$ cat src/design/jsdu_pkg.sv
// ----------------------------------------------------------------------------
// jsdu_pkg: shared types for the JSON string to UTF-16 decoder
// Result kinds, decoder phases and the per-byte result bundle that travels
// from the front end to the back end through the queue.
// ----------------------------------------------------------------------------
package jsdu_pkg;

	// Default depth of the bundle queue between front and back end
	localparam int QUEUE_DEPTH = 4;

	typedef enum logic [3:0] {
		KIND_UNIT      = 4'd0,
		KIND_DONE      = 4'd1,
		ERR_NO_QUOTE   = 4'd2,
		ERR_TRUNC_ESC  = 4'd3,
		ERR_BAD_HEX    = 4'd4,
		ERR_BAD_LO_HEX = 4'd5,
		ERR_LONE_HIGH  = 4'd6,
		ERR_LONE_LOW   = 4'd7,
		ERR_UNK_ESC    = 4'd8,
		ERR_BAD_UTF8   = 4'd9,
		ERR_UNTERM     = 4'd10
	} kind_t;

	typedef enum logic [2:0] {
		PH_WAIT     = 3'd0,
		PH_BODY     = 3'd1,
		PH_ESC      = 3'd2,
		PH_HEX_HI   = 3'd3,
		PH_UTF8     = 3'd4,
		PH_PAIR_BSL = 3'd5,
		PH_PAIR_U   = 3'd6,
		PH_HEX_LO   = 3'd7
	} phase_t;

	// All results of one input byte: up to two code units, then an optional
	// terminating result (done, unterminated or an error).
	typedef struct packed {
		logic [1:0]  unit_cnt;
		logic [15:0] unit0;
		logic [15:0] unit1;
		logic        term_en;
		kind_t       term_kind;
	} bundle_t;

endpackage

$ cat src/design/jsdu_front.sv
// ----------------------------------------------------------------------------
// jsdu_front: byte classifier and decoder state machine
// Takes one byte per cycle unless the queue is full, updates the
// string/escape/UTF-8 state and produces the bundle of results of that byte.
// ----------------------------------------------------------------------------
module jsdu_front (
	input  logic              clk,
	input  logic              arst_n,
	input  logic              in_valid,
	output logic              in_ready,
	input  logic [7:0]        data_byte,
	input  logic              last_byte,
	input  logic              q_full,
	output logic              push,
	output jsdu_pkg::bundle_t push_bundle
);

	localparam logic [7:0] CH_QUOTE = 8'h22;
	localparam logic [7:0] CH_BSL   = 8'h5C;
	localparam logic [7:0] CH_SLASH = 8'h2F;
	localparam logic [7:0] CH_B     = 8'h62;
	localparam logic [7:0] CH_F     = 8'h66;
	localparam logic [7:0] CH_N     = 8'h6E;
	localparam logic [7:0] CH_R     = 8'h72;
	localparam logic [7:0] CH_T     = 8'h74;
	localparam logic [7:0] CH_U     = 8'h75;

	// {valid, value} of one hex digit
	function automatic logic [4:0] hex_digit(input logic [7:0] c);
		logic [4:0] r;
		r = 5'd0;
		if (c >= 8'h30 && c <= 8'h39)
			r = {1'b1, c[3:0]};
		else if ((c >= 8'h61 && c <= 8'h66) || (c >= 8'h41 && c <= 8'h46))
			r = {1'b1, c[3:0] + 4'd9};
		return r;
	endfunction

	jsdu_pkg::phase_t phase_q, phase_n;
	logic [20:0] cp_acc_q, cp_acc_n;
	logic [1:0]  rem_q, rem_n;
	logic [1:0]  seq_len_q, seq_len_n;
	logic [15:0] hex_acc_q, hex_acc_n;
	logic [1:0]  hex_cnt_q, hex_cnt_n;
	logic [9:0]  hi_bits_q, hi_bits_n;
	logic        disc_q, disc_n;

	logic              fire;
	logic              fail_en;
	jsdu_pkg::kind_t   fail_kind;
	logic              char_done;
	jsdu_pkg::bundle_t bnd;

	logic [4:0]  hd;
	logic [15:0] hex_v;
	logic [20:0] cp_new;
	logic [19:0] cp_off;
	logic        cp_bad;
	logic [1:0]  rem_dec;
	logic        low_half;

	assign in_ready = !q_full;
	assign fire     = in_valid && in_ready;

	assign hd       = hex_digit(data_byte);
	assign hex_v    = {hex_acc_q[11:0], hd[3:0]};
	assign cp_new   = {cp_acc_q[14:0], data_byte[5:0]};
	assign cp_off   = 20'(cp_new - 21'h10000);
	assign rem_dec  = rem_q - 2'd1;
	assign low_half = (phase_q == jsdu_pkg::PH_HEX_LO);
	assign cp_bad   = (seq_len_q == 2'd1 && cp_new < 21'h80) ||
	                  (seq_len_q == 2'd2 && cp_new < 21'h800) ||
	                  (seq_len_q == 2'd3 && cp_new < 21'h10000) ||
	                  (cp_new > 21'h10FFFF) ||
	                  (cp_new >= 21'hD800 && cp_new <= 21'hDFFF);

	always_comb begin
		phase_n   = phase_q;
		cp_acc_n  = cp_acc_q;
		rem_n     = rem_q;
		seq_len_n = seq_len_q;
		hex_acc_n = hex_acc_q;
		hex_cnt_n = hex_cnt_q;
		hi_bits_n = hi_bits_q;
		disc_n    = disc_q;
		fail_en   = 1'b0;
		fail_kind = jsdu_pkg::KIND_UNIT;
		char_done = 1'b0;
		bnd.unit_cnt  = 2'd0;
		bnd.unit0     = 16'd0;
		bnd.unit1     = 16'd0;
		bnd.term_en   = 1'b0;
		bnd.term_kind = jsdu_pkg::KIND_UNIT;

		if (disc_q) begin
			if (last_byte) begin
				disc_n  = 1'b0;
				phase_n = jsdu_pkg::PH_WAIT;
			end
		end else begin
			unique case (phase_q) inside
				jsdu_pkg::PH_BODY: begin
					if (data_byte == CH_QUOTE) begin
						bnd.term_en   = 1'b1;
						bnd.term_kind = jsdu_pkg::KIND_DONE;
						phase_n       = jsdu_pkg::PH_WAIT;
					end else if (data_byte == CH_BSL) begin
						phase_n   = jsdu_pkg::PH_ESC;
						fail_en   = last_byte;
						fail_kind = jsdu_pkg::ERR_TRUNC_ESC;
					end else if (!data_byte[7]) begin
						bnd.unit_cnt = 2'd1;
						bnd.unit0    = {8'd0, data_byte};
						char_done    = 1'b1;
					end else if (data_byte[7:5] == 3'b110 || data_byte[7:4] == 4'b1110 ||
					             data_byte[7:3] == 5'b11110) begin
						if (data_byte[7:5] == 3'b110) begin
							seq_len_n = 2'd1;
							cp_acc_n  = {16'd0, data_byte[4:0]};
						end else if (data_byte[7:4] == 4'b1110) begin
							seq_len_n = 2'd2;
							cp_acc_n  = {17'd0, data_byte[3:0]};
						end else begin
							seq_len_n = 2'd3;
							cp_acc_n  = {18'd0, data_byte[2:0]};
						end
						rem_n     = seq_len_n;
						phase_n   = jsdu_pkg::PH_UTF8;
						fail_en   = last_byte;
						fail_kind = jsdu_pkg::ERR_BAD_UTF8;
					end else begin
						fail_en   = 1'b1;
						fail_kind = jsdu_pkg::ERR_BAD_UTF8;
					end
				end
				jsdu_pkg::PH_UTF8: begin
					fail_kind = jsdu_pkg::ERR_BAD_UTF8;
					if (data_byte[7:6] != 2'b10) begin
						fail_en = 1'b1;
					end else begin
						cp_acc_n = cp_new;
						rem_n    = rem_dec;
						if (rem_dec != 2'd0) begin
							fail_en = last_byte;
						end else if (cp_bad) begin
							fail_en = 1'b1;
						end else begin
							char_done = 1'b1;
							if (cp_new[20:16] == 5'd0) begin
								bnd.unit_cnt = 2'd1;
								bnd.unit0    = cp_new[15:0];
							end else begin
								bnd.unit_cnt = 2'd2;
								bnd.unit0    = {6'b110110, cp_off[19:10]};
								bnd.unit1    = {6'b110111, cp_off[9:0]};
							end
						end
					end
				end
				jsdu_pkg::PH_ESC: begin
					bnd.unit_cnt = 2'd1;
					char_done    = 1'b1;
					unique case (data_byte)
						CH_QUOTE, CH_BSL, CH_SLASH: bnd.unit0 = {8'd0, data_byte};
						CH_B: bnd.unit0 = 16'h0008;
						CH_F: bnd.unit0 = 16'h000C;
						CH_N: bnd.unit0 = 16'h000A;
						CH_R: bnd.unit0 = 16'h000D;
						CH_T: bnd.unit0 = 16'h0009;
						CH_U: begin
							bnd.unit_cnt = 2'd0;
							char_done    = 1'b0;
							hex_acc_n    = 16'd0;
							hex_cnt_n    = 2'd0;
							phase_n      = jsdu_pkg::PH_HEX_HI;
							fail_en      = last_byte;
							fail_kind    = jsdu_pkg::ERR_BAD_HEX;
						end
						default: begin
							bnd.unit_cnt = 2'd0;
							char_done    = 1'b0;
							fail_en      = 1'b1;
							fail_kind    = jsdu_pkg::ERR_UNK_ESC;
						end
					endcase
				end
				jsdu_pkg::PH_HEX_HI, jsdu_pkg::PH_HEX_LO: begin
					fail_kind = low_half ? jsdu_pkg::ERR_BAD_LO_HEX : jsdu_pkg::ERR_BAD_HEX;
					if (!hd[4]) begin
						fail_en = 1'b1;
					end else begin
						hex_acc_n = hex_v;
						if (hex_cnt_q != 2'd3) begin
							hex_cnt_n = hex_cnt_q + 2'd1;
							fail_en   = last_byte;
						end else begin
							hex_cnt_n = 2'd0;
							if (low_half) begin
								if (hex_v[15:10] == 6'b110111) begin
									// surrogate pair complete
									bnd.unit_cnt = 2'd2;
									bnd.unit0    = {6'b110110, hi_bits_q};
									bnd.unit1    = hex_v;
									char_done    = 1'b1;
								end else begin
									fail_en   = 1'b1;
									fail_kind = jsdu_pkg::ERR_LONE_HIGH;
								end
							end else if (hex_v[15:10] == 6'b110110) begin
								hi_bits_n = hex_v[9:0];
								phase_n   = jsdu_pkg::PH_PAIR_BSL;
								fail_en   = last_byte;
								fail_kind = jsdu_pkg::ERR_LONE_HIGH;
							end else if (hex_v[15:10] == 6'b110111) begin
								fail_en   = 1'b1;
								fail_kind = jsdu_pkg::ERR_LONE_LOW;
							end else begin
								bnd.unit_cnt = 2'd1;
								bnd.unit0    = hex_v;
								char_done    = 1'b1;
							end
						end
					end
				end
				jsdu_pkg::PH_PAIR_BSL: begin
					fail_kind = jsdu_pkg::ERR_LONE_HIGH;
					if (data_byte != CH_BSL) begin
						fail_en = 1'b1;
					end else begin
						phase_n = jsdu_pkg::PH_PAIR_U;
						fail_en = last_byte;
					end
				end
				jsdu_pkg::PH_PAIR_U: begin
					if (data_byte != CH_U) begin
						fail_en   = 1'b1;
						fail_kind = jsdu_pkg::ERR_LONE_HIGH;
					end else begin
						hex_acc_n = 16'd0;
						hex_cnt_n = 2'd0;
						phase_n   = jsdu_pkg::PH_HEX_LO;
						fail_en   = last_byte;
						fail_kind = jsdu_pkg::ERR_BAD_LO_HEX;
					end
				end
				default: begin
					// waiting for the opening quote
					if (data_byte != CH_QUOTE) begin
						fail_en   = 1'b1;
						fail_kind = jsdu_pkg::ERR_NO_QUOTE;
					end else if (last_byte) begin
						bnd.term_en   = 1'b1;
						bnd.term_kind = jsdu_pkg::ERR_UNTERM;
						phase_n       = jsdu_pkg::PH_WAIT;
					end else begin
						phase_n = jsdu_pkg::PH_BODY;
					end
				end
			endcase

			if (char_done) begin
				phase_n = jsdu_pkg::PH_BODY;
				if (last_byte) begin
					bnd.term_en   = 1'b1;
					bnd.term_kind = jsdu_pkg::ERR_UNTERM;
					phase_n       = jsdu_pkg::PH_WAIT;
				end
			end
			if (fail_en) begin
				bnd.term_en   = 1'b1;
				bnd.term_kind = fail_kind;
				phase_n       = jsdu_pkg::PH_WAIT;
				disc_n        = !last_byte;
			end
		end
	end

	assign push        = fire && (bnd.unit_cnt != 2'd0 || bnd.term_en);
	assign push_bundle = bnd;

	always_ff @(posedge clk or negedge arst_n) begin
		if (!arst_n) begin
			phase_q   <= jsdu_pkg::PH_WAIT;
			cp_acc_q  <= '0;
			rem_q     <= '0;
			seq_len_q <= '0;
			hex_acc_q <= '0;
			hex_cnt_q <= '0;
			hi_bits_q <= '0;
			disc_q    <= 1'b0;
		end else if (fire) begin
			phase_q   <= phase_n;
			cp_acc_q  <= cp_acc_n;
			rem_q     <= rem_n;
			seq_len_q <= seq_len_n;
			hex_acc_q <= hex_acc_n;
			hex_cnt_q <= hex_cnt_n;
			hi_bits_q <= hi_bits_n;
			disc_q    <= disc_n;
		end
	end

endmodule

$ cat src/design/jsdu_queue.sv
// ----------------------------------------------------------------------------
// jsdu_queue: small bundle queue between front and back end
// Register-based FIFO, one write and one read per cycle.
// ----------------------------------------------------------------------------
module jsdu_queue #(
	parameter int DEPTH = jsdu_pkg::QUEUE_DEPTH
) (
	input  logic              clk,
	input  logic              arst_n,
	input  logic              push,
	input  jsdu_pkg::bundle_t push_data,
	output logic              full,
	input  logic              pop,
	output logic              not_empty,
	output jsdu_pkg::bundle_t head
);

	localparam int AW = (DEPTH > 1) ? $clog2(DEPTH) : 1;
	localparam int CW = $clog2(DEPTH + 1);

	jsdu_pkg::bundle_t mem_q [DEPTH];
	logic [AW-1:0] wr_ptr_q, rd_ptr_q;
	logic [CW-1:0] count_q;

	assign full      = (count_q == CW'(DEPTH));
	assign not_empty = (count_q != '0);
	assign head      = mem_q[rd_ptr_q];

	always_ff @(posedge clk) begin
		if (push)
			mem_q[wr_ptr_q] <= push_data;
	end

	always_ff @(posedge clk or negedge arst_n) begin
		if (!arst_n) begin
			wr_ptr_q <= '0;
			rd_ptr_q <= '0;
			count_q  <= '0;
		end else begin
			if (push)
				wr_ptr_q <= (wr_ptr_q == AW'(DEPTH - 1)) ? '0 : wr_ptr_q + AW'(1);
			if (pop)
				rd_ptr_q <= (rd_ptr_q == AW'(DEPTH - 1)) ? '0 : rd_ptr_q + AW'(1);
			if (push && !pop)
				count_q <= count_q + CW'(1);
			else if (pop && !push)
				count_q <= count_q - CW'(1);
		end
	end

endmodule

$ cat src/design/jsdu_back.sv
// ----------------------------------------------------------------------------
// jsdu_back: result serializer and output register
// Walks the results of the head bundle, one per transfer.
// ----------------------------------------------------------------------------
module jsdu_back (
	input  logic              clk,
	input  logic              arst_n,
	input  logic              q_valid,
	input  jsdu_pkg::bundle_t q_head,
	output logic              pop,
	output logic              out_valid,
	input  logic              out_ready,
	output logic [3:0]        out_kind,
	output logic [15:0]       out_unit,
	output logic              out_last
);

	logic [1:0]      idx_q;
	logic [1:0]      total;
	logic            is_last;
	logic            load;
	logic            valid_q;
	jsdu_pkg::kind_t kind_sel;
	logic [15:0]     unit_sel;
	jsdu_pkg::kind_t kind_q;
	logic [15:0]     unit_q;
	logic            last_q;

	assign total   = q_head.unit_cnt + {1'b0, q_head.term_en};
	assign is_last = (idx_q == total - 2'd1);
	assign load    = q_valid && (!valid_q || out_ready);
	assign pop     = load && is_last;

	always_comb begin
		if (idx_q < q_head.unit_cnt) begin
			kind_sel = jsdu_pkg::KIND_UNIT;
			unit_sel = (idx_q == 2'd0) ? q_head.unit0 : q_head.unit1;
		end else begin
			kind_sel = q_head.term_kind;
			unit_sel = 16'd0;
		end
	end

	always_ff @(posedge clk or negedge arst_n) begin
		if (!arst_n) begin
			valid_q <= 1'b0;
			idx_q   <= '0;
		end else begin
			if (load) begin
				valid_q <= 1'b1;
				idx_q   <= is_last ? 2'd0 : idx_q + 2'd1;
			end else if (out_ready) begin
				valid_q <= 1'b0;
			end
		end
	end

	always_ff @(posedge clk) begin
		if (load) begin
			kind_q <= kind_sel;
			unit_q <= unit_sel;
			last_q <= is_last;
		end
	end

	assign out_valid = valid_q;
	assign out_kind  = kind_q;
	assign out_unit  = unit_q;
	assign out_last  = last_q;

endmodule

$ cat src/design/json_string_decode_utf16.sv
// ----------------------------------------------------------------------------
// json_string_decode_utf16: quoted JSON string to UTF-16 code units
// An accepted byte's results pass through the queue, then the output register.
// Throughput: one byte per cycle while each byte yields at most one result
// and m_tready is high; a byte with more results is limited by the serializer.
// Reset (arst_n low): string state returns to waiting for the opening quote,
// the queue and output register empty. No clearing pass is needed.
// ----------------------------------------------------------------------------
module json_string_decode_utf16 #(
	parameter int QUEUE_DEPTH = jsdu_pkg::QUEUE_DEPTH
) (
	input  logic        clk,
	input  logic        arst_n,
	// input stream: one string byte per transfer
	input  logic        s_tvalid,
	output logic        s_tready,
	input  logic [7:0]  s_tdata,   // [7:0] data_byte
	input  logic        s_tlast,   // last_byte
	// result stream: one result per transfer
	output logic        m_tvalid,
	input  logic        m_tready,
	output logic [15:0] m_tdata,   // [15:0] code_unit
	output logic [3:0]  m_tuser,   // [3:0] result_kind
	output logic        m_tlast    // last_of_run
);

	// Front end to queue
	logic              push;
	jsdu_pkg::bundle_t push_bundle;
	logic              q_full;

	// Queue to back end
	logic              q_valid;
	logic              pop;
	jsdu_pkg::bundle_t q_head;

	logic [15:0]       unit;

	// Front: decodes each byte in the cycle it is accepted and writes the
	// whole set of results of that byte as one bundle. It only stalls when
	// the queue is full.
	jsdu_front u_front (
		.clk         (clk),
		.arst_n      (arst_n),
		.in_valid    (s_tvalid),
		.in_ready    (s_tready),
		.data_byte   (s_tdata),
		.last_byte   (s_tlast),
		.q_full      (q_full),
		.push        (push),
		.push_bundle (push_bundle)
	);

	// Queue decouples the decoder from downstream backpressure and from
	// bytes that expand into two or three results.
	jsdu_queue #(
		.DEPTH (QUEUE_DEPTH)
	) u_queue (
		.clk       (clk),
		.arst_n    (arst_n),
		.push      (push),
		.push_data (push_bundle),
		.full      (q_full),
		.pop       (pop),
		.not_empty (q_valid),
		.head      (q_head)
	);

	// Back: one result per transfer from a registered output stage, with
	// last_of_run on the final result of each bundle.
	jsdu_back u_back (
		.clk       (clk),
		.arst_n    (arst_n),
		.q_valid   (q_valid),
		.q_head    (q_head),
		.pop       (pop),
		.out_valid (m_tvalid),
		.out_ready (m_tready),
		.out_kind  (m_tuser),
		.out_unit  (unit),
		.out_last  (m_tlast)
	);

	assign m_tdata = unit;

endmodule
$ cat config.mk
export PLATFORM = sky130hd
export DESIGN_NAME = json_string_decode_utf16
export DESIGN_NICKNAME = d
export VERILOG_FILES = /design/src/design/jsdu_pkg.sv /design/src/design/jsdu_front.sv /design/src/design/jsdu_queue.sv /design/src/design/jsdu_back.sv /design/src/design/json_string_decode_utf16.sv
export SDC_FILE = /design/constraint.sdc
export NUM_CORES = 1
export LEC_CHECK = 0
export ABC_AREA = 1
export ABC_CLOCK_PERIOD_IN_PS = 11000
export BUFFER_PORTS_ARGS = -buffer_cell sky130_fd_sc_hd__buf_4
export CAP_MARGIN = 10
export CORE_ASPECT_RATIO = 0.6
export CORE_MARGIN = 2
export CORE_UTILIZATION = 40
export DETAILED_ROUTE_END_ITERATION = 10
export GPL_ROUTABILITY_DRIVEN = 0
export PLACE_DENSITY = 0.51
export SLEW_MARGIN = 20
export SYNTH_ARGS = -nofsm -noshare
export SYNTH_HDL_FRONTEND = slang
export SYNTH_SLANG_ARGS = --single-unit
$ cat constraint.sdc
create_clock -name clk -period 11 [get_ports clk]
set_clock_uncertainty 0.1 [all_clocks]
set_input_delay 1.1 -clock clk [delete_from_list [all_inputs] [get_ports clk]]
set_output_delay 1.1 -clock clk [all_outputs]
set_load 0.01 [all_outputs]
==> results of run 1 <==
[final cells by class]
| cell class | instances | area [um^2] |
|---|---|---|
| well taps | 367 | 459 |
| clock inverters | 7 | 38.8 |
| fillers | 2669 | 15000 |
| repair buffers | 47 | 353 |
| flip-flops and latches | 234 | 6740 |
| inverters | 106 | 398 |
| clock buffers | 34 | 637 |
| multi-input cells | 755 | 3910 |
[kinds of logic (layout without fill, tap and decap cells)]
group / after synthesis / after routing
AOI/OAI and AO/OA: 281 / 281
buffers and inverters: 158 / 194
adders and majority gates: 22 / 22
muxes: 3 / 3
DFF: 234 / 234
xor gates and xnor gates: 8 / 8
and+or+nand+nor: 437 / 437
other: 1 / 4
[through the flow]
stage               area [um^2]  hold slack, ns  util, %  power [mW]
global route              12500           0.404     45.5        2.88
floorplan                 11200           0.353        -        1.69
detailed placement        11900           0.376     43.0        2.01
finish                    12500           0.389     45.5        2.70
global placement          11900           0.366     43.0        2.00
CTS                       12500           0.392     45.5        2.74
[critical path: cells and delay by family]
family	cells	cell delay, ns
AND/OR/NAND/NOR	7	1.26
AO/OA/AOI/OAI	5	1.13
adder cells (fa/ha/maj)	3	0.75
buffers and inverters	4	0.34
XOR/XNOR	1	0.15
[cells in the final DEF (no fill, tap or decap), types with 4 or more instances in the layout]
master / synthesis / final
nand2_1: 183 / 183
xor2_1: 6 / 6
a22oi_1: 16 / 16
clkbuf_16: 0 / 23
dfrtp_1: 57 / 56
inv_1: 98 / 97
o211ai_1: 5 / 5
nand2_2: 11 / 11
nor2_1: 157 / 153
nor2_2: 7 / 7
buf_4: 4 / 47
ha_1: 21 / 21
o21ai_0: 135 / 135
a31oi_1: 7 / 6
clkbuf_1: 40 / 9
o21ai_1: 4 / 4
inv_2: 7 / 8
nand3_1: 48 / 48
o31ai_1: 7 / 7
nor2_4: 1 / 5
o22ai_1: 34 / 34
nor3_1: 8 / 8
edfxtp_1: 177 / 177
conb_1: 1 / 4
a21oi_1: 56 / 56
nand4_1: 9 / 9
[routing by layer]
layer | share of wire [%] | wire length, um | global-route usage, %
met5 | 0.022 | 7 | 0
met4 | 1.5 | 481 | 4.25
met3 | 7.6 | 2390 | 4.50
met2 | 39 | 12200 | 28.7
met1 | 52 | 16200 | 36.2
[worst min path at each step]
stage / from / endpoint / slack [ns]
after floorplan: u_front.hi_bits_q[2] / u_front.hi_bits_q[2] / 0.35
after global placement: u_front.hi_bits_q[2] / u_front.hi_bits_q[2] / 0.37
after detailed placement: u_front.hi_bits_q[2] / u_front.hi_bits_q[2] / 0.38
after CTS: u_front.hi_bits_q[2] / u_front.hi_bits_q[2] / 0.39
after global routing: u_front.hi_bits_q[2] / u_front.hi_bits_q[2] / 0.40
final: u_front.hi_bits_q[2] / u_front.hi_bits_q[2] / 0.39
[report_power, final]
group          switching (mW)  leakage (nW)  total [mW]  internal [mW]
combinational           0.581          2.17       0.836          0.255
clock                   0.328         0.322       0.729          0.401
sequential             0.0367          2.33        1.14           1.10
[sequential cells by signal, indices dropped and copies added (netlist names), 2 cells and up]
register           cells
u_back.out_unit       16
u_queue.wr_ptr_q       2
u_front.cp_acc_q      15
u_front.rem_q          2
u_back.idx_q           2
u_front.hi_bits_q     10
u_front.hex_acc_q     12
u_queue.mem_q        156
u_front.phase_q        3
u_front.seq_len_q      2
u_queue.rd_ptr_q       2
u_front.hex_cnt_q      2
u_queue.count_q        3
u_back.out_kind        4
==> results by group, run 1 <==
Synth
  – Multiplexer area fraction after synthesis: 0.290%
  – Seq/Total Area, Yosys: 60.1%
  – Complex-gate fraction of the synthesized area: 14.2%
  – Post-synth EDFFs: 177
  – Most frequent cell after synthesis: nand2_1
  – Area fraction of the dominant cell type after synthesis: 47.3%
  – Cell taking the most area after synthesis: edfxtp_1
  – Post-Syn Area: 0.0112 mm^2
  – Post-synthesis cell count: 1144
  – Post-synthesis cell type count: 51
  – Post-Synth Adder-Cell Area: 2.52%
  – Most frequent cells after synthesis: nand2_1 (183), edfxtp_1 (177), nor2_1 (157)
  – Yosys reg bits: 234
  – Leading cell types by total area after synthesis: edfxtp_1 (47%), dfrtp_1 (13%), nand2_1 (6.1%), o21ai_0 (6.0%), nor2_1 (5.2%)
  – Simple-Gate Fraction of Synth Area: 16.6%
  – Post-synth ARST share: 24.4%
  – Ys Warns: 0
  – Main flop type after synthesis: edfxtp_1
  – Synth Area in XOR/XNOR: 0.624%
  – Largest family of logic cells by synthesized area: simple AND/OR/NAND/NOR gates
  – Syn avg cell area: 9.81 um^2

Run
  – Maximum Capacitance Violations: 0

Timing
  – Peak Freq: 224 MHz
  – Unrepaired setup endpoints after global routing: false
  – Slew @ Worst Pin: 0.954 ns
  – Final Max Slew Viols: 0
  – Final critical-path required period: 4.46 ns
  – Worst setup margin: 6.54 ns
  – Final setup violating endpoints: 0
  – Final hold violations: 0
  – Crit share post-route: 40.5%
  – Sum Neg Setup Slack: 0 ns
  – Max-Slew Margin vs Limit: 36.4%

Setup path
  – Crit path DAT: 4.74 ns
  – Crit path max fanout: 12
  – Crit-path slowest cell: a21oi_1
  – Critical path endpoint: u_queue.count_q[2]
  – FF-to-FF Start: u_front.phase_q[0]
  – Endpoint type of the worst setup path: register
  – CP max stage delay: 0.55 ns
  – Depth of the most critical reg-to-reg path: 21
  – Reg2reg end: u_queue.count_q[2]
  – Critical Path Source Type: primary input
  – CP dominant cell by count: inv_1
  – CP cell instances: buf_4, ha_1, inv_1, nor2_1, nand2_1, nor2_1, nand2_1, a21oi_2, nand4_1, a21oi_1, a21oi_2, nand2_4, nand2_4, inv_1, ha_1, inv_1, fa_1, a21oi_1, o21ai_0, xor2_1
  – Crit path from: s_tdata[0]
  – Critical path required time: 11.28 ns
  – R2r setup slk: 6.63 ns
  – Critical path type: in -> reg

Clocking
  – Max clock buf depth: 3
  – CTS root buf: clkbuf_16
  – Post-CTS setup repair buffer count: 0
  – Clock Latency Late Sink: 0.51 ns
  – Clock sinks: 234
  – Hold_buf cts: 0
  – Max H-tree Level: 1
  – Cts repair resizes: 0
  – Worst-path clk slew: 0.07 ns
  – Total CTS buffers: 23
  – CTS tree: done

Placement
  – Pre-CTS WS: 6.13 ns
  – Post-detail-place hpwl: 20.7 mm
  – PortBufs: 35
  – Dpl cells: 1509

GRT
  – GRT Total Usage: 21.8%
  – Grt ovf: 0
  – Antenna violations before repair: 1
  – First-pass GRT wire length: 48.7 mm
  – Largest net degree at the start of global routing: 82
  – Vias in the first global route: 7929

Routing
  – TritonRoute pass-1 iters: 5
  – Post-DR vias/cell: 5.43
  – Antenna viol nets, final: 0
  – Total number of vias: 8409
  – Routed wire length per instance: 20.2 um
  – Initial drt markers: 1052
  – Drt drc: 0
  – WL final: 31.3 mm

Final layout
  – Share of layout cells above drive strength 1: 10.7%
  – Nets: 1202
  – Ant. Diodes: 0
  – Area growth, synth to finish: 11.7%
  – Non-filler instance count after layout: 1550

Die
  – Placement Rows: 47
  – Core ar.: 0.0276 mm^2
  – Die Footprint: 0.0295 mm^2
  – Chip height: 134 um
  – Initial Utilization: 40.7%
  – Io pins: 36
  – Die X: 220 um

Outcome
  – Outcome: completed

Hold path
  – Worst min-delay path category: reg -> reg
  – Worst hold path depth: 2

Power
  – Pwr/cell area: 216 mW/mm^2
  – Max rail drop VDD: 0.000141 V
  – Lkg Pwr: 4.82 nW
Note: power is estimated with default switching activity, not from simulation.
==> run 2: changes to the inputs <==
--- a/config.mk
+++ b/config.mk
@@ -5,8 +5,8 @@
 export SDC_FILE = /design/constraint.sdc
 export NUM_CORES = 1
 export LEC_CHECK = 0
-export ABC_AREA = 1
-export ABC_CLOCK_PERIOD_IN_PS = 11000
+export ABC_AREA = 0
+export ABC_CLOCK_PERIOD_IN_PS = 4200
 export BUFFER_PORTS_ARGS = -buffer_cell sky130_fd_sc_hd__buf_4
 export CAP_MARGIN = 10
 export CORE_ASPECT_RATIO = 0.6
==> constraint.sdc (replaced) <==
create_clock -name clk -period 4.2 [get_ports clk]
set_clock_uncertainty 0.1 [all_clocks]
set_input_delay 0.42 -clock clk [delete_from_list [all_inputs] [get_ports clk]]
set_output_delay 0.42 -clock clk [all_outputs]
set_load 0.01 [all_outputs]
==> results by group, run 2 <==
Synth
  – Post-synth ARST share: 24.4% (unchanged)
  – Post-synth EDFFs: 177 (unchanged)
  – Cell taking the most area after synthesis: edfxtp_1
  – Syn avg cell area: 13.1 um^2 (+33%)
  – Main flop type after synthesis: edfxtp_1
  – Post-synthesis cell count: 847 (-26%)
  – Leading cell types by total area after synthesis: edfxtp_1 (48%), dfrtp_1 (13%), mux4_2 (7.9%), nand2_1 (3.0%), nor2_1 (2.6%)
  – Yosys reg bits: 234 (unchanged)
  – Seq/Total Area, Yosys: 61.0% (+0.92 points)
  – Ys Warns: 0 (unchanged)
  – Post-synthesis cell type count: 69 (+35%)
  – Most frequent cells after synthesis: edfxtp_1 (177), nand2_1 (87), nor2_1 (77)
  – Post-Syn Area: 0.0111 mm^2 (-1.5%)
  – Area fraction of the dominant cell type after synthesis: 48.1% (+0.72 points)
  – Most frequent cell after synthesis: edfxtp_1

Setup path
  – CP cell instances: or4_4, a311oi_1, a21boi_0, o21ai_0, buf_4, and2_2, o221ai_1, nand2b_1, a31oi_4, ha_1, inv_1, fa_1, xor2_1, nor2_1, xor2_1
  – CP delay by family, top: simple AND/OR/NAND/NOR gates
  – Crit path max fanout: 5 (-7)
  – Critical path required time: 4.52 ns (-6.76 ns)
  – CP dominant cell by count: xor2_1
  – Endpoint type of the worst setup path: register
  – Crit-path slowest cell: or4_4
  – CP max stage delay: 0.57 ns (+0.02 ns)
  – Critical Path Source Type: register
  – Critical path type: reg -> reg
  – Worst path bufs/invs: 2 (-2)
  – Crit path DAT: 4.32 ns (-0.42 ns)

Placement
  – PortBufs: 35 (unchanged)
  – Post-detail-place hpwl: 19.4 mm (-6.3%)
  – Pre-CTS WS: 0.0970 ns (-6.03 ns)
  – Dpl cells: 1244 (-18%)

Routing
  – Initial drt markers: 575 (-45%)
  – WL final: 28.4 mm (-9.3%)
  – Drt drc: 0 (unchanged)
  – Antenna viol nets, final: 0 (unchanged)
  – Routed wire length per instance: 22.1 um (+9.2%)
  – Total number of vias: 7340 (-13%)
  – Post-DR vias/cell: 5.70 (+5.1%)
  – TritonRoute pass-1 iters: 5 (unchanged)

Final layout
  – Non-filler instance count after layout: 1287 (-17%)
  – Share of layout cells above drive strength 1: 20.0% (+9.3 points)
  – Most frequent cells in the layout: edfxtp_1 (177), nand2_1 (87), nor2_1 (77)
  – Area growth, synth to finish: 15.2%
  – Fin util: 46.6% (+1.1 points)
  – Largest reg by FF count: u_queue.mem_q
  – Ant. Diodes: 0 (unchanged)
  – Max reg flops: 156 (unchanged)
  – Most common cell after layout, fill and taps aside: edfxtp_1
  – Nets: 938 (-22%)
  – Register area: 0.00674 mm^2 (unchanged)
  – Fill count: 2408 (-9.8%)
  – Multi-input gate area: 0.00408 mm^2 (+4.4%)

Clocking
  – CTS root buf: clkbuf_16
  – Clock Latency Late Sink: 0.53 ns (+0.02 ns)
  – Post-CTS setup repair buffer count: 0 (unchanged)
  – Total CTS buffers: 23 (unchanged)
  – Clock sinks: 234 (unchanged)
  – Max H-tree Level: 1 (unchanged)
  – CTS tree: done
  – Worst-path clk slew: 0.06 ns (about the same)
  – Max clock buf depth: 3 (unchanged)

Power
  – Pwr/cell area: 542 mW/mm^2 (+150%)
  – Max rail drop VDD: 0.000325 V (+130%)
  – Lkg Pwr: 4.63 nW (-3.9%)

Timing
  – Hold slack: 0.0971 ns (-0.292 ns)
  – Unrepaired setup endpoints after global routing: false
  – Final hold violations: 0 (unchanged)
  – Max-Slew Margin vs Limit: 32.9% (-3.5 points)
  – Final critical-path required period: 3.99 ns
  – Slew @ Worst Pin: 1.00 ns (+0.0506 ns)
  – Final setup violating endpoints: 0 (unchanged)
  – Worst setup margin: 0.206 ns (-6.33 ns)
  – Crit share post-route: 95.1%
  – Peak Freq: 250 MHz
  – Final Max Slew Viols: 0 (unchanged)
  – Sum Neg Setup Slack: 0 ns (unchanged)

Die
  – Placement Rows: 47 (unchanged)
  – Core ar.: 0.0273 mm^2 (-0.85%)
  – Io pins: 36 (unchanged)
  – Die X: 219 um (-0.74%)
  – Die Footprint: 0.0290 mm^2 (-1.5%)
  – Chip height: 133 um (-0.73%)
  – Initial Utilization: 40.4% (-0.27 points)

GRT
  – Largest net degree at the start of global routing: 58 (-29%)
  – Grt ovf: 0 (unchanged)
  – Vias in the first global route: 7384 (-6.9%)
  – Antenna violations before repair: 1 (unchanged)
  – First-pass GRT wire length: 44.1 mm (-9.4%)
  – GRT Total Usage: 20.0% (-1.8 points)

Outcome
  – Outcome: completed

Run
  – Maximum Capacitance Violations: 0 (unchanged)

Hold path
  – Worst min-delay path category: in -> reg
[run 2: changes by cell type after synthesis, sizes merged, moves of 19 or more]
cell | before | now
nand2 | 197 | 87
o21ai | 140 | 45
nor2 | 165 | 79
inv | 105 | 25
mux4 | 0 | 39
nand3 | 52 | 18
o22ai | 34 | 2
a21oi | 60 | 41
[run 2: path summary, 6_finish.rpt]
| check | slack, ns | end | cells after the start | from |
|---|---|---|---|---|
| setup / recovery | 0.21 | u_queue.count_q[2] | 15 | u_front.cp_acc_q[12] |
| max in group asynchronous | 2.98 | u_queue.rd_ptr_q[0] | 2 | arst_n |
| setup reg to reg | 0.21 | u_queue.count_q[2] | 15 | u_front.cp_acc_q[12] |
| min in group asynchronous | 0.40 | u_front.rem_q[0] | 2 | arst_n |
| hold / removal | 0.1 | u_front.disc_q | 2 | s_tlast |
| hold reg to reg | 0.38 | u_front.hex_cnt_q[1] | 2 | u_front.hex_cnt_q[1] |
[run 2: per-layer routing]
layer | track usage (%) | vias to the layer above | wire, um
met5 | 0 | - | 0
met4 | 4.23 | 0 | 540
met3 | 4.78 | 43 | 1800
met2 | 29.0 | 257 | 12200
met1 | 30.5 | 3716 | 13900
li1 | - | 3324 | -
[run 2: report_power, final]
group	internal (mW)	switching (mW)	leakage, nW
clock network	1.19	0.858	0.368
registers	2.89	0.151	2.41
logic	0.833	0.979	1.84
total	4.91	1.99	4.63
[run 2: repair_timing]
item	in CTS	in global routing
hold buffers	1	0
hold endpoints to repair	57	0
gates resized for setup	0	4
endpoints found under the setup margin	0	1
[run 2: cell families (layout without fill, tap and decap cells)]
kind of cell,count (synthesis),count (layout),share of synthesized area (%)
AO/OA/AOI/OAI,162,162,9.70
XOR/XNOR,8,8,0.634
adder cells (fa/ha/maj),22,22,2.56
buffers and inverters,72,142,2.50
flip-flops,234,234,61.0
multiplexers,72,72,11.2
other,1,4,0.0339
AND/OR/NAND/NOR,276,276,12.4
[run 2: through the flow]
step           power (mW)  instance area, um^2
6_report             6.90                12700
3_3_place_gp         4.89                12000
5_1_grt              7.26                12700
4_1_cts              7.02                12700
3_5_place_dp         4.95                12000
2_1_floorplan        4.28                11100
[run 2: layout make-up]
cell class,count,share of cell area [%]
clock buffer,31,4.99
tap,367,3.60
clock inverter,11,0.884
timing repair buffer,74,4.77
multi-input combinational,544,32.0
sequential,234,52.9
inverter,26,0.766
==> run 3: changes to the inputs <==
--- a/config.mk
+++ b/config.mk
@@ -9,13 +9,15 @@
 export ABC_CLOCK_PERIOD_IN_PS = 4200
 export BUFFER_PORTS_ARGS = -buffer_cell sky130_fd_sc_hd__buf_4
 export CAP_MARGIN = 10
+export CELL_PAD_IN_SITES_DETAIL_PLACEMENT = 0
+export CELL_PAD_IN_SITES_GLOBAL_PLACEMENT = 1
 export CORE_ASPECT_RATIO = 0.6
 export CORE_MARGIN = 2
 export CORE_UTILIZATION = 40
 export DETAILED_ROUTE_END_ITERATION = 10
 export GPL_ROUTABILITY_DRIVEN = 0
-export PLACE_DENSITY = 0.51
-export SLEW_MARGIN = 20
+export PLACE_DENSITY = 0.6
+export SLEW_MARGIN = 40
 export SYNTH_ARGS = -nofsm -noshare
 export SYNTH_HDL_FRONTEND = slang
 export SYNTH_SLANG_ARGS = --single-unit
==> results by group, run 3 (same netlist as run 2, synthesis figures left out) <==
Timing
  – Slew @ Worst Pin: 0.776 ns (-0.228 ns)
  – Worst setup margin: 0.182 ns (-0.0240 ns)
  – Final critical-path required period: 4.02 ns (+0.0240 ns)
  – Final setup violating endpoints: 0 (unchanged)
  – Crit share post-route: 95.7% (+0.57 points)
  – Max-Slew Margin vs Limit: 48.3% (+15 points)
  – Sum Neg Setup Slack: 0 ns (unchanged)
  – Unrepaired setup endpoints after global routing: false
  – Peak Freq: 249 MHz (-0.60%)
  – Final Max Slew Viols: 0 (unchanged)
  – Final hold violations: 0 (unchanged)

Hold path
  – Worst Hold Path EP: u_back.out_valid
  – Worst hold path depth: 4 (+2)
  – Worst min-delay path category: in -> reg
  – Hold Path Origin: m_tready

Final layout
  – Largest reg by FF count: u_queue.mem_q
  – Most frequent cells in the layout: edfxtp_1 (177), nand2_1 (87), nor2_1 (77)
  – Area growth, synth to finish: 15.5%
  – Nets: 947 (+0.96%)
  – Share of layout cells above drive strength 1: 20.3% (+0.32 points)
  – Ant. Diodes: 0 (unchanged)
  – Most common cell after layout, fill and taps aside: edfxtp_1
  – Max reg flops: 156 (unchanged)
  – Non-filler instance count after layout: 1297 (+0.78%)

Power
  – Sequential share of power: 44.2% (about the same)
  – Clk pwr share: 29.4% (-0.3 points)
  – Switch share: 29.1% (+0.31 points)
  – Lkg Pwr: 4.65 nW (+0.62%)
  – Psw: 2.00 mW (+0.71%)
  – Internal power: 4.87 mW (-0.77%)
  – Overall power: 6.88 mW (-0.34%)
  – Pwr/cell area: 538 mW/mm^2 (-0.62%)
  – Gate power share: 26.5% (+0.2 points)
  – Max rail drop VDD: 0.000424 V (+31%)

Setup path
  – Critical Path Source Type: register
  – Endpoint type of the worst setup path: register
  – Depth of the most critical reg-to-reg path: 15 (unchanged)
  – Worst path depth: 15 (unchanged)
  – FF-to-FF Start: u_front.cp_acc_q[12]
  – R2r setup slk: 0.18 ns (-0.02 ns)
  – Critical path required time: 4.55 ns (+0.03 ns)
  – Critical path type: reg -> reg
  – Crit path max fanout: 5 (unchanged)
  – Crit path DAT: 4.36 ns (+0.04 ns)
  – CP max stage delay: 0.57 ns (about the same)
  – CP delay by family, top: simple AND/OR/NAND/NOR gates
  – Reg2reg end: u_queue.count_q[2]
  – CP dominant cell by count: xor2_1
  – Worst path bufs/invs: 2 (unchanged)
  – CP cell instances: or4_4, a21bo_2, a21o_1, a22oi_1, buf_4, and2_1, nand2_1, a311o_1, a31oi_4, ha_1, inv_1, fa_1, xor2_1, nor2_1, xor2_1
  – Crit-path slowest cell: or4_4

Die
  – Core ar.: 0.0273 mm^2 (unchanged)
  – Die Footprint: 0.0290 mm^2 (unchanged)
  – Placement Rows: 47 (unchanged)
  – Chip height: 133 um (unchanged)
  – Initial Utilization: 40.4% (unchanged)
  – Die X: 219 um (unchanged)
  – Io pins: 36 (unchanged)

Placement
  – Pre-CTS WS: 0.120 ns (+0.0226 ns)
  – Post-detail-place hpwl: 19.6 mm (+0.92%)
  – PortBufs: 35 (unchanged)
  – Dpl cells: 1252 (+0.64%)

Clocking
  – Clock sinks: 234 (unchanged)
  – CTS tree: done
  – Cts repair resizes: 0 (unchanged)
  – CTS root buf: clkbuf_16
  – Max H-tree Level: 1 (unchanged)
  – Clock Latency Late Sink: 0.53 ns (about the same)
  – Max clock buf depth: 3 (unchanged)
  – Worst-path clk slew: 0.06 ns (about the same)
  – Total CTS buffers: 24 (+4.3%)

Routing
  – Total number of vias: 7386 (+0.63%)
  – WL final: 28.5 mm (+0.21%)
  – Post-DR vias/cell: 5.69 (-0.15%)
  – TritonRoute pass-1 iters: 5 (unchanged)
  – Antenna viol nets, final: 0 (unchanged)
  – Initial drt markers: 664 (+15%)
  – Drt drc: 0 (unchanged)
  – Routed wire length per instance: 22.0 um (-0.57%)

GRT
  – GRT Total Usage: 19.9% (-0.10 points)
  – Largest net degree at the start of global routing: 58 (unchanged)
  – First-pass GRT wire length: 43.8 mm (-0.78%)
  – Grt ovf: 0 (unchanged)
  – Antenna violations before repair: 1 (unchanged)
  – Vias in the first global route: 7191 (-2.6%)

Run
  – Maximum Capacitance Violations: 0 (unchanged)

Outcome
  – Outcome: completed
==> run 3: power groups by stage <==
stage          sequential [mW]  clock (mW)  combinational (mW)
6_report                  3.04        2.02                1.82
3_5_place_dp              3.08           0                1.85
4_1_cts                   3.04        2.08                1.86
5_1_grt                   3.07        2.16                1.99
2_1_floorplan             3.08           0                1.20
3_3_place_gp              3.07           0                1.82
==> run 3: layout make-up <==
| type | instances | area [um^2] |
|---|---|---|
| fill | 2432 | 14600 |
| sequential | 234 | 6740 |
| multi-input combinational | 544 | 4060 |
| clock buffer | 36 | 697 |
| timing repair buffer | 82 | 672 |
| tap | 367 | 459 |
| inverter | 26 | 97.6 |
| clock inverter | 8 | 46.3 |
==> run 3: worst max-delay path by stage <==
stage	slack, ns	start	end
after global placement	0.17	s_tdata[0]	u_queue.count_q[2]
after detailed placement	0.12	s_tdata[0]	u_queue.count_q[2]
final	0.18	u_front.cp_acc_q[12]	u_queue.count_q[2]
after global routing	0.06	u_front.cp_acc_q[12]	u_queue.count_q[2]
after floorplan	0.11	u_queue.rd_ptr_q[0]	u_queue.count_q[2]
after CTS	0.21	u_front.cp_acc_q[12]	u_queue.count_q[2]
==> run 3: timing repair <==
action / in CTS / in global routing
endpoints found under the hold margin: 57 / 0
setup buffers: 0 / 0
hold buffers: 1 / 0
setup endpoints to repair: 0 / 0
==> run 3: layer usage <==
metal  vias to the layer above  share of wire [%]  global-route usage (%)
met5                         -                  0                       0
met4                         0                1.3                    3.59
met3                        34                5.9                    3.47
met1                      3819                 50                    31.4
li1                       3329                  -                       -
met2                       204                 43                    28.9
==> run 3: per-stage QoR <==
stage                     hold slack, ns  util [%]  area (um^2)
final                             0.0554      46.7        12800
after floorplan                   0.0244         -        11100
after global routing              0.0484      46.7        12800
after detailed placement           0.371      43.9        12000
after global placement             0.359      43.9        12000
after CTS                         0.0362      46.7        12800
==> run 3: worst reg2reg max path, stage by stage, from the launching register on <==
cell and delay [ns]:
dfrtp_1 0.43, or4_4 0.57, a21bo_2 0.23, a21o_1 0.15, a22oi_1 0.21, buf_4 0.16, and2_1 0.30, nand2_1 0.13
a311o_1 0.33, a31oi_4 0.21, ha_1 0.20, inv_1 0.07, fa_1 0.43, xor2_1 0.17, nor2_1 0.12, xor2_1 0.15
